[config.mk]
export PLATFORM = sky130hd
export DESIGN_NAME = nonpreemptive_priority_scheduler_top
export DESIGN_NICKNAME = d
export VERILOG_FILES = /design/src/rtl/core/nps_pkg.sv /design/src/rtl/core/nps_ram.sv /design/src/rtl/core/nonpreemptive_priority_scheduler_top.sv
export SDC_FILE = /design/constraint.sdc
export NUM_CORES = 1
export LEC_CHECK = 0
export ABC_AREA = 0
export BUFFER_PORTS_ARGS = -buffer_cell sky130_fd_sc_hd__clkbuf_2
export CORE_MARGIN = 4
export CORE_UTILIZATION = 55
export DETAILED_ROUTE_END_ITERATION = 16
export PLACE_DENSITY = 0.73
export SYNTH_ARGS = -nofsm -noshare
export SYNTH_HDL_FRONTEND = slang
export SYNTH_SLANG_ARGS = --single-unit
[constraint.sdc]
create_clock -name clk -period 4.7 [get_ports clk]
set_input_delay 0.94 -clock clk [delete_from_list [all_inputs] [get_ports clk]]
set_output_delay 0.94 -clock clk [all_outputs]
set_load 0.05 [all_outputs]
[src/rtl/core/nps_pkg.sv]
package nps_pkg;

    // Job store geometry
    localparam int MAX_JOBS = 16;
    localparam int IDX_W    = $clog2(MAX_JOBS);
    localparam int CNT_W    = IDX_W + 1;

    // Field widths
    localparam int ARR_W  = 16;
    localparam int BUR_W  = 10;
    localparam int PRI_W  = 8;
    localparam int TIME_W = 17;

    // One stored job: priority, burst and arrival, arrival in the lowest bits
    localparam int JOB_W = ARR_W + BUR_W + PRI_W;

    // Stream payload widths, padded to whole bytes
    localparam int IN_W      = JOB_W;
    localparam int IN_BYTES  = (IN_W + 7) / 8;
    localparam int OUT_W     = IDX_W + 3 * TIME_W;
    localparam int OUT_BYTES = (OUT_W + 7) / 8;

    // Controller states
    typedef enum logic [2:0] {
        ST_LOAD,
        ST_SCAN,
        ST_DECIDE,
        ST_TURN,
        ST_EMIT
    } state_t;

endpackage

[src/rtl/core/nps_ram.sv]
module nps_ram #(
    parameter int WIDTH = 8,
    parameter int DEPTH = 16
) (
    input  logic                     clk,
    input  logic                     we,
    input  logic [$clog2(DEPTH)-1:0] waddr,
    input  logic [WIDTH-1:0]         wdata,
    input  logic [$clog2(DEPTH)-1:0] raddr,
    output logic [WIDTH-1:0]         rdata
);

    logic [WIDTH-1:0] mem [DEPTH];

    // Single write port, registered read port
    always_ff @(posedge clk)
    begin
        if (we)
        begin
            mem[waddr] <= wdata;
        end
        rdata <= mem[raddr];
    end

endmodule

[src/rtl/core/nonpreemptive_priority_scheduler_top.sv]
// Channel   Direction  Payload
// s_axis    in         tdata: arrival_time, burst_length, priority_level; tlast: last_job
// m_axis    out        tdata: job_index, finish_tick, turnaround, waiting; tlast: last_result
//
// Jobs load one per cycle into the job memory. After the last job the block runs
// one selection pass per scheduling decision: a pass reads every loaded job once
// through the registered memory read port, and a decision that issues a result
// then computes the result fields and waits in the emit state until the output
// accepts it. An idle gap costs one extra pass and one extra decision. The input
// is not ready while a run is in progress.
// Reset (rst_n, asynchronous, active low) clears all counters and done flags.
module nonpreemptive_priority_scheduler_top (
    input  logic                               clk,
    input  logic                               rst_n,
    input  logic                               s_axis_tvalid,
    output logic                               s_axis_tready,
    // arrival_time[15:0], burst_length[25:16], priority_level[33:26], zero pad
    input  logic [nps_pkg::IN_BYTES*8-1:0]     s_axis_tdata,
    input  logic                               s_axis_tlast,
    output logic                               m_axis_tvalid,
    input  logic                               m_axis_tready,
    // job_index, finish_tick, turnaround, waiting (lowest bit up), zero pad
    output logic [nps_pkg::OUT_BYTES*8-1:0]    m_axis_tdata,
    output logic                               m_axis_tlast
);

    nps_pkg::state_t state_reg, state_next;

    logic [nps_pkg::CNT_W-1:0]  job_cnt_reg;
    logic [nps_pkg::CNT_W-1:0]  done_cnt_reg;
    logic [nps_pkg::CNT_W-1:0]  iss_reg;
    logic [nps_pkg::MAX_JOBS-1:0] done_reg;
    logic [nps_pkg::TIME_W-1:0] time_reg;

    logic                       cmp_vld_reg;
    logic [nps_pkg::IDX_W-1:0]  cmp_idx_reg;

    logic                       best_vld_reg;
    logic [nps_pkg::IDX_W-1:0]  best_idx_reg;
    logic [nps_pkg::PRI_W-1:0]  best_pri_reg;
    logic [nps_pkg::ARR_W-1:0]  best_arr_reg;
    logic [nps_pkg::BUR_W-1:0]  best_bur_reg;
    logic [nps_pkg::ARR_W-1:0]  min_arr_reg;

    logic [nps_pkg::IDX_W-1:0]  out_idx_reg;
    logic [nps_pkg::TIME_W-1:0] out_fin_reg;
    logic [nps_pkg::TIME_W-1:0] out_turn_reg;
    logic [nps_pkg::TIME_W-1:0] out_wait_reg;
    logic                       out_last_reg;

    logic                       in_acc;
    logic                       out_acc;
    logic                       ram_we;
    logic                       issuing;
    logic                       scan_start;
    logic                       scan_end;
    logic [nps_pkg::JOB_W-1:0]  rd_job;
    logic [nps_pkg::ARR_W-1:0]  rd_arr;
    logic [nps_pkg::BUR_W-1:0]  rd_bur;
    logic [nps_pkg::PRI_W-1:0]  rd_pri;
    logic                       rd_undone;
    logic                       rd_elig;
    logic                       rd_better;

    // Job memory: one word per job
    nps_ram #(
        .WIDTH (nps_pkg::JOB_W),
        .DEPTH (nps_pkg::MAX_JOBS)
    ) u_job_ram (
        .clk   (clk),
        .we    (ram_we),
        .waddr (job_cnt_reg[nps_pkg::IDX_W-1:0]),
        .wdata (s_axis_tdata[nps_pkg::JOB_W-1:0]),
        .raddr (iss_reg[nps_pkg::IDX_W-1:0]),
        .rdata (rd_job)
    );

    assign rd_arr = rd_job[nps_pkg::ARR_W-1:0];
    assign rd_bur = rd_job[nps_pkg::ARR_W +: nps_pkg::BUR_W];
    assign rd_pri = rd_job[nps_pkg::ARR_W + nps_pkg::BUR_W +: nps_pkg::PRI_W];

    // Compare stage: eligibility and ranking against the best job so far
    assign rd_undone = !done_reg[cmp_idx_reg];
    assign rd_elig   = rd_undone && ({1'b0, rd_arr} <= time_reg);
    assign rd_better = !best_vld_reg || (rd_pri > best_pri_reg)
                       || ((rd_pri == best_pri_reg) && (rd_arr < best_arr_reg));

    // Next state
    always_comb
    begin
        state_next = state_reg;
        unique case (state_reg)
            nps_pkg::ST_LOAD:
            begin
                if (in_acc && s_axis_tlast)
                begin
                    state_next = nps_pkg::ST_SCAN;
                end
            end
            nps_pkg::ST_SCAN:
            begin
                if (scan_end)
                begin
                    state_next = nps_pkg::ST_DECIDE;
                end
            end
            nps_pkg::ST_DECIDE:
            begin
                state_next = best_vld_reg ? nps_pkg::ST_TURN : nps_pkg::ST_SCAN;
            end
            nps_pkg::ST_TURN:
            begin
                state_next = nps_pkg::ST_EMIT;
            end
            nps_pkg::ST_EMIT:
            begin
                if (out_acc)
                begin
                    state_next = out_last_reg ? nps_pkg::ST_LOAD : nps_pkg::ST_SCAN;
                end
            end
            default:
            begin
                state_next = nps_pkg::ST_LOAD;
            end
        endcase
    end

    // Control outputs
    always_comb
    begin
        s_axis_tready = (state_reg == nps_pkg::ST_LOAD);
        m_axis_tvalid = (state_reg == nps_pkg::ST_EMIT);
        in_acc        = s_axis_tvalid && s_axis_tready;
        out_acc       = m_axis_tvalid && m_axis_tready;
        ram_we        = in_acc && (job_cnt_reg < nps_pkg::CNT_W'(nps_pkg::MAX_JOBS));
        issuing       = (state_reg == nps_pkg::ST_SCAN) && (iss_reg < job_cnt_reg);
        scan_end      = (state_reg == nps_pkg::ST_SCAN) && (iss_reg == job_cnt_reg)
                        && !cmp_vld_reg;
        scan_start    = (in_acc && s_axis_tlast)
                        || ((state_reg == nps_pkg::ST_DECIDE) && !best_vld_reg)
                        || (out_acc && !out_last_reg);
    end

    // State and counters
    always_ff @(posedge clk or negedge rst_n)
    begin
        if (!rst_n)
        begin
            state_reg    <= nps_pkg::ST_LOAD;
            job_cnt_reg  <= '0;
            done_cnt_reg <= '0;
            done_reg     <= '0;
            time_reg     <= '0;
            iss_reg      <= '0;
            cmp_vld_reg  <= 1'b0;
            best_vld_reg <= 1'b0;
        end
        else
        begin
            state_reg   <= state_next;
            cmp_vld_reg <= issuing;

            if (ram_we)
            begin
                job_cnt_reg <= job_cnt_reg + 1'b1;
            end

            // Scan pointer and best-candidate flag
            if (scan_start)
            begin
                iss_reg      <= '0;
                best_vld_reg <= 1'b0;
            end
            else
            begin
                if (issuing)
                begin
                    iss_reg <= iss_reg + 1'b1;
                end
                if (cmp_vld_reg && rd_elig && rd_better)
                begin
                    best_vld_reg <= 1'b1;
                end
            end

            // Scheduling decision: run the best job, or jump over an idle gap
            if (state_reg == nps_pkg::ST_DECIDE)
            begin
                if (best_vld_reg)
                begin
                    time_reg              <= time_reg + nps_pkg::TIME_W'(best_bur_reg);
                    done_reg[best_idx_reg] <= 1'b1;
                    done_cnt_reg          <= done_cnt_reg + 1'b1;
                end
                else
                begin
                    time_reg <= nps_pkg::TIME_W'(min_arr_reg);
                end
            end

            // End of run: ready for a new job set
            if (out_acc && out_last_reg)
            begin
                job_cnt_reg  <= '0;
                done_cnt_reg <= '0;
                done_reg     <= '0;
                time_reg     <= '0;
            end
        end
    end

    // Candidate payload and result registers
    always_ff @(posedge clk)
    begin
        if (scan_start)
        begin
            min_arr_reg <= '1;
        end
        else if (cmp_vld_reg)
        begin
            if (rd_elig && rd_better)
            begin
                best_idx_reg <= cmp_idx_reg;
                best_pri_reg <= rd_pri;
                best_arr_reg <= rd_arr;
                best_bur_reg <= rd_bur;
            end
            if (rd_undone && (rd_arr < min_arr_reg))
            begin
                min_arr_reg <= rd_arr;
            end
        end
        cmp_idx_reg <= iss_reg[nps_pkg::IDX_W-1:0];

        if ((state_reg == nps_pkg::ST_DECIDE) && best_vld_reg)
        begin
            out_idx_reg  <= best_idx_reg;
            out_fin_reg  <= time_reg + nps_pkg::TIME_W'(best_bur_reg);
            out_wait_reg <= time_reg - nps_pkg::TIME_W'(best_arr_reg);
            out_last_reg <= ((done_cnt_reg + 1'b1) == job_cnt_reg);
        end
        if (state_reg == nps_pkg::ST_TURN)
        begin
            out_turn_reg <= out_fin_reg - nps_pkg::TIME_W'(best_arr_reg);
        end
    end

    assign m_axis_tdata = {{(nps_pkg::OUT_BYTES*8 - nps_pkg::OUT_W){1'b0}},
                           out_wait_reg, out_turn_reg, out_fin_reg, out_idx_reg};
    assign m_axis_tlast = out_last_reg;

    // The completed count never passes the loaded count
    assert property (@(posedge clk) disable iff (!rst_n)
        done_cnt_reg <= job_cnt_reg)
        else $error("completed jobs exceed loaded jobs");

    // Loading and result delivery never overlap
    assert property (@(posedge clk) disable iff (!rst_n)
        !(s_axis_tready && m_axis_tvalid))
        else $error("input ready while a result is pending");

    // The final result of a run returns the block to loading
    assert property (@(posedge clk) disable iff (!rst_n)
        (m_axis_tvalid && m_axis_tready && m_axis_tlast) |=> s_axis_tready)
        else $error("block did not return to loading after the run");

    // A result is only issued for a job not yet completed
    assert property (@(posedge clk) disable iff (!rst_n)
        ((state_reg == nps_pkg::ST_DECIDE) && best_vld_reg) |-> !done_reg[best_idx_reg])
        else $error("job selected twice");

endmodule
==> results_dict.tcl, run 1 <==
set metrics [dict create \
    drt_iter0_drc 1506 \
    ys_types 81 \
    synth.largest_area_cell "edfxtp_1" \
    path_cells "ha_1 -> a21o_1 -> a21o_1 -> a2111oi_0 -> o31ai_1 -> a211oi_4 -> buf_4" \
    largest_register "u_job_ram.mem" \
    grt_pass1_wl_um 104000 \
    min_path_type "register to register" \
    crit_arrival_ns 3.52 \
    ys_ff_latch 745 \
    worstSetupPathType "register to register" \
    power_mw 21.9 \
    finClkSkew_ns 0.0289 \
    p_leak_nw 12.2 \
    start_kind "register" \
    tritoncts "done" \
    nets 2044 \
    clock-sinks 745 \
    fin_ws_ns 1.45 \
    initial_utilization_pct 55.9 \
    period_needed_ns 3.25 \
    cts_buffers 76 \
    placed_area_um2 32600 \
    h-tree-depth 3 \
    crit_path_max_incr_delay_ns 0.84 \
    postCtsSetupBuffers 0 \
    postLayoutCellArea_um2 35100 \
    clock_latency_ns 0.62 \
    portBuffers 96 \
    finalSetupViolations 0 \
    max_freq_mhz 308 \
    std_cell_rows 86 \
    syn_to_final_growth_pct 13.0 \
    routed_wl_um 67600 \
    ys_warn_count 0 \
    dieArea_um2 60300 \
    rr_worst_depth 7 \
    multi_input_area_um2 8930 \
    instances_no_fill 2697 \
    cts_root_buf "clkbuf_16" \
    power_density_nw_per_um2 625 \
    antenna_found_initial 5 \
    synth_edf_count 638 \
    drive_above_1_share_pct 23.0 \
    die_x_um 246 \
    wire_per_inst_um 25.1 \
    tightest_slew_ns 1.00 \
    critical_path.endpoint_type "register" \
    hold_buffers 0 \
    clk_pin_slew_ns 0.06 \
    pre_cts_ws_ns 1.45 \
    syn-num-nets 1901 \
    maxCapViolCount 0 \
    cp_common_cell "a21o_1" \
    antenna_left 0 \
    seqCellArea_um2 21600 \
    ys_seq_area_share_pct 69.5 \
    drc 0 \
    grt_overflow 0 \
    hold_path_depth 0 \
    grt_max_degree 63 \
    dpl.hpwl_um 38800 \
    critPathMaxFanout 22 \
    required_ns 4.97 \
    die_h_um 246 \
    status "finished clean" \
    hold_viol_final 0 \
    post_cts_resized 0 \
    place_congestion 0.866 \
    viasPerCell 6.16 \
    avgSynthCellArea_um2 17.8 \
    clockBufferDepth 3 \
    io_pins 104 \
    core_area_um2 55500 \
    syn_inst 1746 \
    dr.pass1.iters 5 \
    synth_ff_type "edfxtp_1" \
    timing.final.max_slew_violations 0 \
    critPathSlowestCell "a2111oi_0" \
    place_inst 2559 \
    vias 16614 \
    async_reset_ff_share_pct 7.11 \
    min_period_over_period_pct 69.1 \
    gr-usage-all-layers_pct 22.9 \
    synth_top_area_share_pct 61.7 \
    synth_area_um2 31000 \
    reg.largest.list "u_job_ram.mem: 544 flops, u_job_ram.rdata: 34 flops" \
    nFillCells 3869 \
    hold_ws_ns 0.402 \
    timing.slew.headroom_pct 33.1 \
    grt_pass1_vias 17300 \
    rsz0062_at_grt "false" \
    largest_reg_flops 544 \
    num_antenna_cells 0 \
    vdd_drop_max_mv 0.435 \
    synthTopCellsByArea "edfxtp_1 (62%), mux4_2 (12%), ha_1 (4.3%), dfrtp_1 (4.3%), dfxtp_1 (3.5%)" \
]
[layer usage]
layer / part of all wire (%) / GRT usage [%] / vias to the layer above
met5: 0.064 / 0 / -
met4: 2.8 / 6.51 / 6
met3: 6.8 / 4.84 / 131
met2: 50 / 38.7 / 633
met1: 40 / 30.7 / 8551
li1: - / - / 7293
[cell type report]
class | count | area share [%]
Timing Repair Buffer | 133 | 2.27
Clock buffer | 108 | 6.00
Clock inverter | 30 | 1.11
Inverter | 95 | 1.02
Multi-Input combinational cell | 838 | 25.5
Tap cell | 748 | 2.67
Sequential cell | 745 | 61.5
[where the power goes]
group / switching, mW / internal (mW) / total (mW)
Combinational: 3.69 / 3.17 / 6.86
Sequential: 0.909 / 8.16 / 9.07
Clock: 2.46 / 3.53 / 6.00
Total: 7.06 / 14.9 / 21.9
[per-stage QoR]
stage / setup TNS [ns] / util (%)
2_1_floorplan: -526.66 / -
3_3_place_gp: 0 / 58.7
3_5_place_dp: 0 / 58.7
4_1_cts: 0 / 63.2
5_1_grt: 0 / 63.2
6_report: 0 / 63.2
[worst max-delay path: cells and delay by family, from the launching register on]
kind | cells | cell delay [ns]
buffers and inverters | 1 | 0.34
AOI/OAI and AO/OA | 5 | 1.77
adders and majority gates | 1 | 0.30
DFF | 1 | 0.48
[kinds of logic after synthesis]
family,after synthesis,synth area share (%)
flip-flops,745,69.5
AND/OR/NAND/NOR,259,4.41
AO/OA/AOI/OAI,236,5.12
multiplexers,182,12.9
buffers and inverters,163,2.12
adder cells (fa/ha/maj),110,4.51
XOR/XNOR,50,1.41
other,1,0.0121
[cell usage after synthesis (all sizes together) (26+ instances only)]
library cell	instances
dfxtp	54
dfrtp	53
xnor2	39
inv	94
ha	107
edfxtp	638
a21oi	67
mux4	174
nand3	31
clkbuf	42
buf	26
nand2	51
nor2	57
o21ai	49
nor3	35
[cell usage in the layout (no fill, tap or decap), types with 5 or more instances in the layout]
cell type,netlist,layout
a211oi_1,9,9
a21o_1,13,13
a21oi_1,67,67
and3_1,7,7
buf_4,2,34
bufinv_16,0,7
clkbuf_1,42,27
clkbuf_16,0,79
clkbuf_2,0,96
clkinv_1,1,14
clkinv_2,0,5
dfrtp_1,53,49
dfxtp_1,54,54
edfxtp_1,638,638
ha_1,107,107
inv_1,94,93
mux2i_1,7,7
mux4_2,170,170
nand2_1,51,51
nand2b_1,6,6
nand3_1,31,31
nand3b_1,5,5
nand4_1,15,15
nor2_1,57,52
nor2b_1,11,11
nor3_1,25,25
nor3_2,10,10
nor4_1,19,7
nor4_2,1,13
o21a_1,9,9
o21ai_0,47,47
o22ai_1,19,19
o311ai_0,6,6
o31ai_1,7,7
or3_1,5,5
xnor2_1,39,39
xor2_1,11,11
[worst paths after layout]
check	from	to	slack, ns
min reg2reg	u_job_ram.rdata[17]	best_bur_reg[1]	0.40
max	u_job_ram.rdata[13]	best_pri_reg[3]	1.45
min in group asynchronous	rst_n	done_reg[0]	0.47
min	u_job_ram.rdata[17]	best_bur_reg[1]	0.40
max in group asynchronous	rst_n	iss_reg[0]	3.66
max reg2reg	u_job_ram.rdata[13]	best_pri_reg[3]	1.45
No activity file was read; power rests on OpenSTA's default activity.
==> run 2: changes to the inputs <==
--- a/config.mk
+++ b/config.mk
@@ -10,7 +10,7 @@
 export CORE_MARGIN = 4
 export CORE_UTILIZATION = 55
 export DETAILED_ROUTE_END_ITERATION = 16
-export PLACE_DENSITY = 0.73
+export PLACE_DENSITY = 0.7
 export SYNTH_ARGS = -nofsm -noshare
 export SYNTH_HDL_FRONTEND = slang
 export SYNTH_SLANG_ARGS = --single-unit
==> constraint.sdc (replaced) <==
create_clock -name clk -period 3 [get_ports clk]
set_input_delay 0.6 -clock clk [delete_from_list [all_inputs] [get_ports clk]]
set_output_delay 0.6 -clock clk [all_outputs]
set_load 0.05 [all_outputs]
==> run 2 against run 1 <==
  * Non-clock buffer count up 35
  * Worst setup slack worse by 1.2 ns
  * Fmax is 16% higher
  * Design area rose by 1.6%
  * Global-route usage increased by 0.18 points
  * Flip-flop and latch count unchanged
  * Count of clock-buffer cells in the layout fell by 9
  * Via count grew 0.58%
  * Combinational power rose by 72%
  * First-iteration DRC count decreased by 3.5%
  * Clock power up 53%
  * Critical endpoint is now out_fin_reg[13]
  * Largest cell class unchanged
  * Highest routed layer unchanged
==> results_dict.tcl, run 2 (synthesis gave the netlist of run 1 again) <==
set metrics [dict create \
    status "finished clean" \
    vias 16711 \
    drc 0 \
    period_needed_ns 2.79 \
    die_x_um 246 \
    nets 2079 \
    initial_utilization_pct 55.9 \
    power_density_nw_per_um2 976 \
    largest_reg_flops 544 \
    largest_register "u_job_ram.mem" \
    dr.pass1.iters 5 \
    min_path_type "input port to register" \
    required_ns 3.36 \
    clockBufferDepth 3 \
    place_inst 2593 \
    p_leak_nw 12.5 \
    critical_path.endpoint_type "register" \
    rr_worst_depth 7 \
    postLayoutCellArea_um2 35700 \
    min_period_over_period_pct 93.2 \
    std_cell_rows 86 \
    power_mw 34.8 \
    antenna_left 0 \
    cts_root_buf "clkbuf_16" \
    hold_ws_ns 0.292 \
    vdd_drop_max_mv 0.562 \
    tritoncts "done" \
    hold_path_depth 3 \
    finalSetupViolations 0 \
    grt_max_degree 52 \
    grt_pass1_wl_um 105000 \
    placed_area_um2 33200 \
    io_pins 104 \
    dpl.hpwl_um 41500 \
    layout_commonest_cell "edfxtp_1" \
    max_freq_mhz 358 \
    timing.final.max_slew_violations 0 \
    h-tree-depth 3 \
    rsz0062_at_grt "false" \
    wire_per_inst_um 24.9 \
    start_kind "register" \
    finClkSkew_ns 0.0217 \
    place_congestion 0.917 \
    viasPerCell 6.11 \
    tightest_slew_ns 0.976 \
    routed_wl_um 67900 \
    syn_to_final_growth_pct 14.9 \
    nFillCells 3755 \
    hold_viol_final 0 \
    grt_overflow 0 \
    drive_above_1_share_pct 24.9 \
    instances_no_fill 2734 \
    clock_latency_ns 0.63 \
    maxCapViolCount 0 \
    cts_buffers 76 \
    gr-usage-all-layers_pct 23.1 \
    clock-sinks 745 \
    grt_pass1_vias 17216 \
    core_area_um2 55500 \
    crit_arrival_ns 3.15 \
    reg.largest.list "u_job_ram.mem: 544 flops, u_job_ram.rdata: 34 flops" \
    die_h_um 246 \
    final_cell_mix "edfxtp_1 (638), mux4_2 (170), ha_1 (107), clkbuf_2 (96), inv_1 (93)" \
    postCtsSetupBuffers 0 \
    dieArea_um2 60300 \
    drt_iter0_drc 1453 \
    antenna_found_initial 4 \
    timing.slew.headroom_pct 34.7 \
    clk_pin_slew_ns 0.06 \
    portBuffers 96 \
    critPathMaxFanout 5 \
    worstSetupPathType "register to register" \
]
run 2: cell types whose count changed in the layout (fill, tap and decap cells not counted), moves of 2 or more:
cell	change
clkinv_2	+4
inv_6	+4
bufinv_16	-3
buf_12	+17
clkbuf_8	+2
clkbuf_1	-10
buf_4	+17
nor4_4	+12
nor4_2	-12
clkinvlp_4	+3
run 2: final cells by class:
type / count / area, um2 / area share [%]
Sequential cell: 745 / 21600 / 60.5
Multi-Input combinational cell: 838 / 9050 / 25.4
Clock buffer: 99 / 2070 / 5.81
Timing Repair Buffer: 168 / 1270 / 3.57
Tap cell: 748 / 936 / 2.63
Clock inverter: 40 / 390 / 1.09
Inverter: 95 / 357 / 1.00
Antenna cell: 1 / 2.50 / 0.00702
run 2: worst max-delay path: stages, from the launching register on:
cell and delay (ns):
dfrtp_1 0.42, ha_1 0.37, and3_1 0.23, a2111oi_4 0.43
o21ai_0 0.22, a31oi_1 0.54, nor4_1 0.16, xnor2_1 0.16
run 2: metal layers:
| metal | vias to the layer above | part of all wire (%) | wire length [um] | track usage [%] |
|---|---|---|---|---|
| met1 | 8657 | 40 | 27200 | 31.1 |
| met5 | - | 0.040 | 27 | 0 |
| met3 | 107 | 5.8 | 3940 | 3.79 |
| met2 | 567 | 52 | 35400 | 40.0 |
| li1 | 7376 | - | - | - |
| met4 | 4 | 2.0 | 1370 | 5.86 |
run 2: path summary, 6_finish.rpt:
check	end	slack, ns	startpoint
worst max-delay path	out_fin_reg[13]	0.21	time_reg[3]
worst min-delay path	state_reg[2]	0.29	m_axis_tready
worst max register to register	out_fin_reg[13]	0.21	time_reg[3]
worst min register to register	best_bur_reg[0]	0.40	u_job_ram.rdata[16]
max in group asynchronous	iss_reg[0]	1.77	rst_n
min in group asynchronous	done_cnt_reg[4]	0.50	rst_n
run 2: metrics by stage:
stage / setup TNS, ns / worst slack, ns / utilization, %
2_1_floorplan: -140.03 / -0.479 / -
3_3_place_gp: 0 / 0.280 / 59.8
3_5_place_dp: 0 / 0.211 / 59.8
4_1_cts: 0 / 0.208 / 64.2
5_1_grt: 0 / 0.0165 / 64.2
6_report: 0 / 0.205 / 64.2
run 2: where the power goes:
| group | total (mW) | leakage, nW | internal [mW] | switching [mW] |
|---|---|---|---|---|
| Clock | 9.20 | 1.19 | 5.28 | 3.92 |
| Combinational | 11.8 | 4.53 | 5.34 | 6.44 |
| Sequential | 13.8 | 6.77 | 12.8 | 1.02 |
run 2: repair_timing:
| action | in CTS | in global routing |
|---|---|---|
| hold endpoints to repair | 19 | 0 |
| resized for setup | 0 | 0 |
| hold buffers | 1 | 0 |
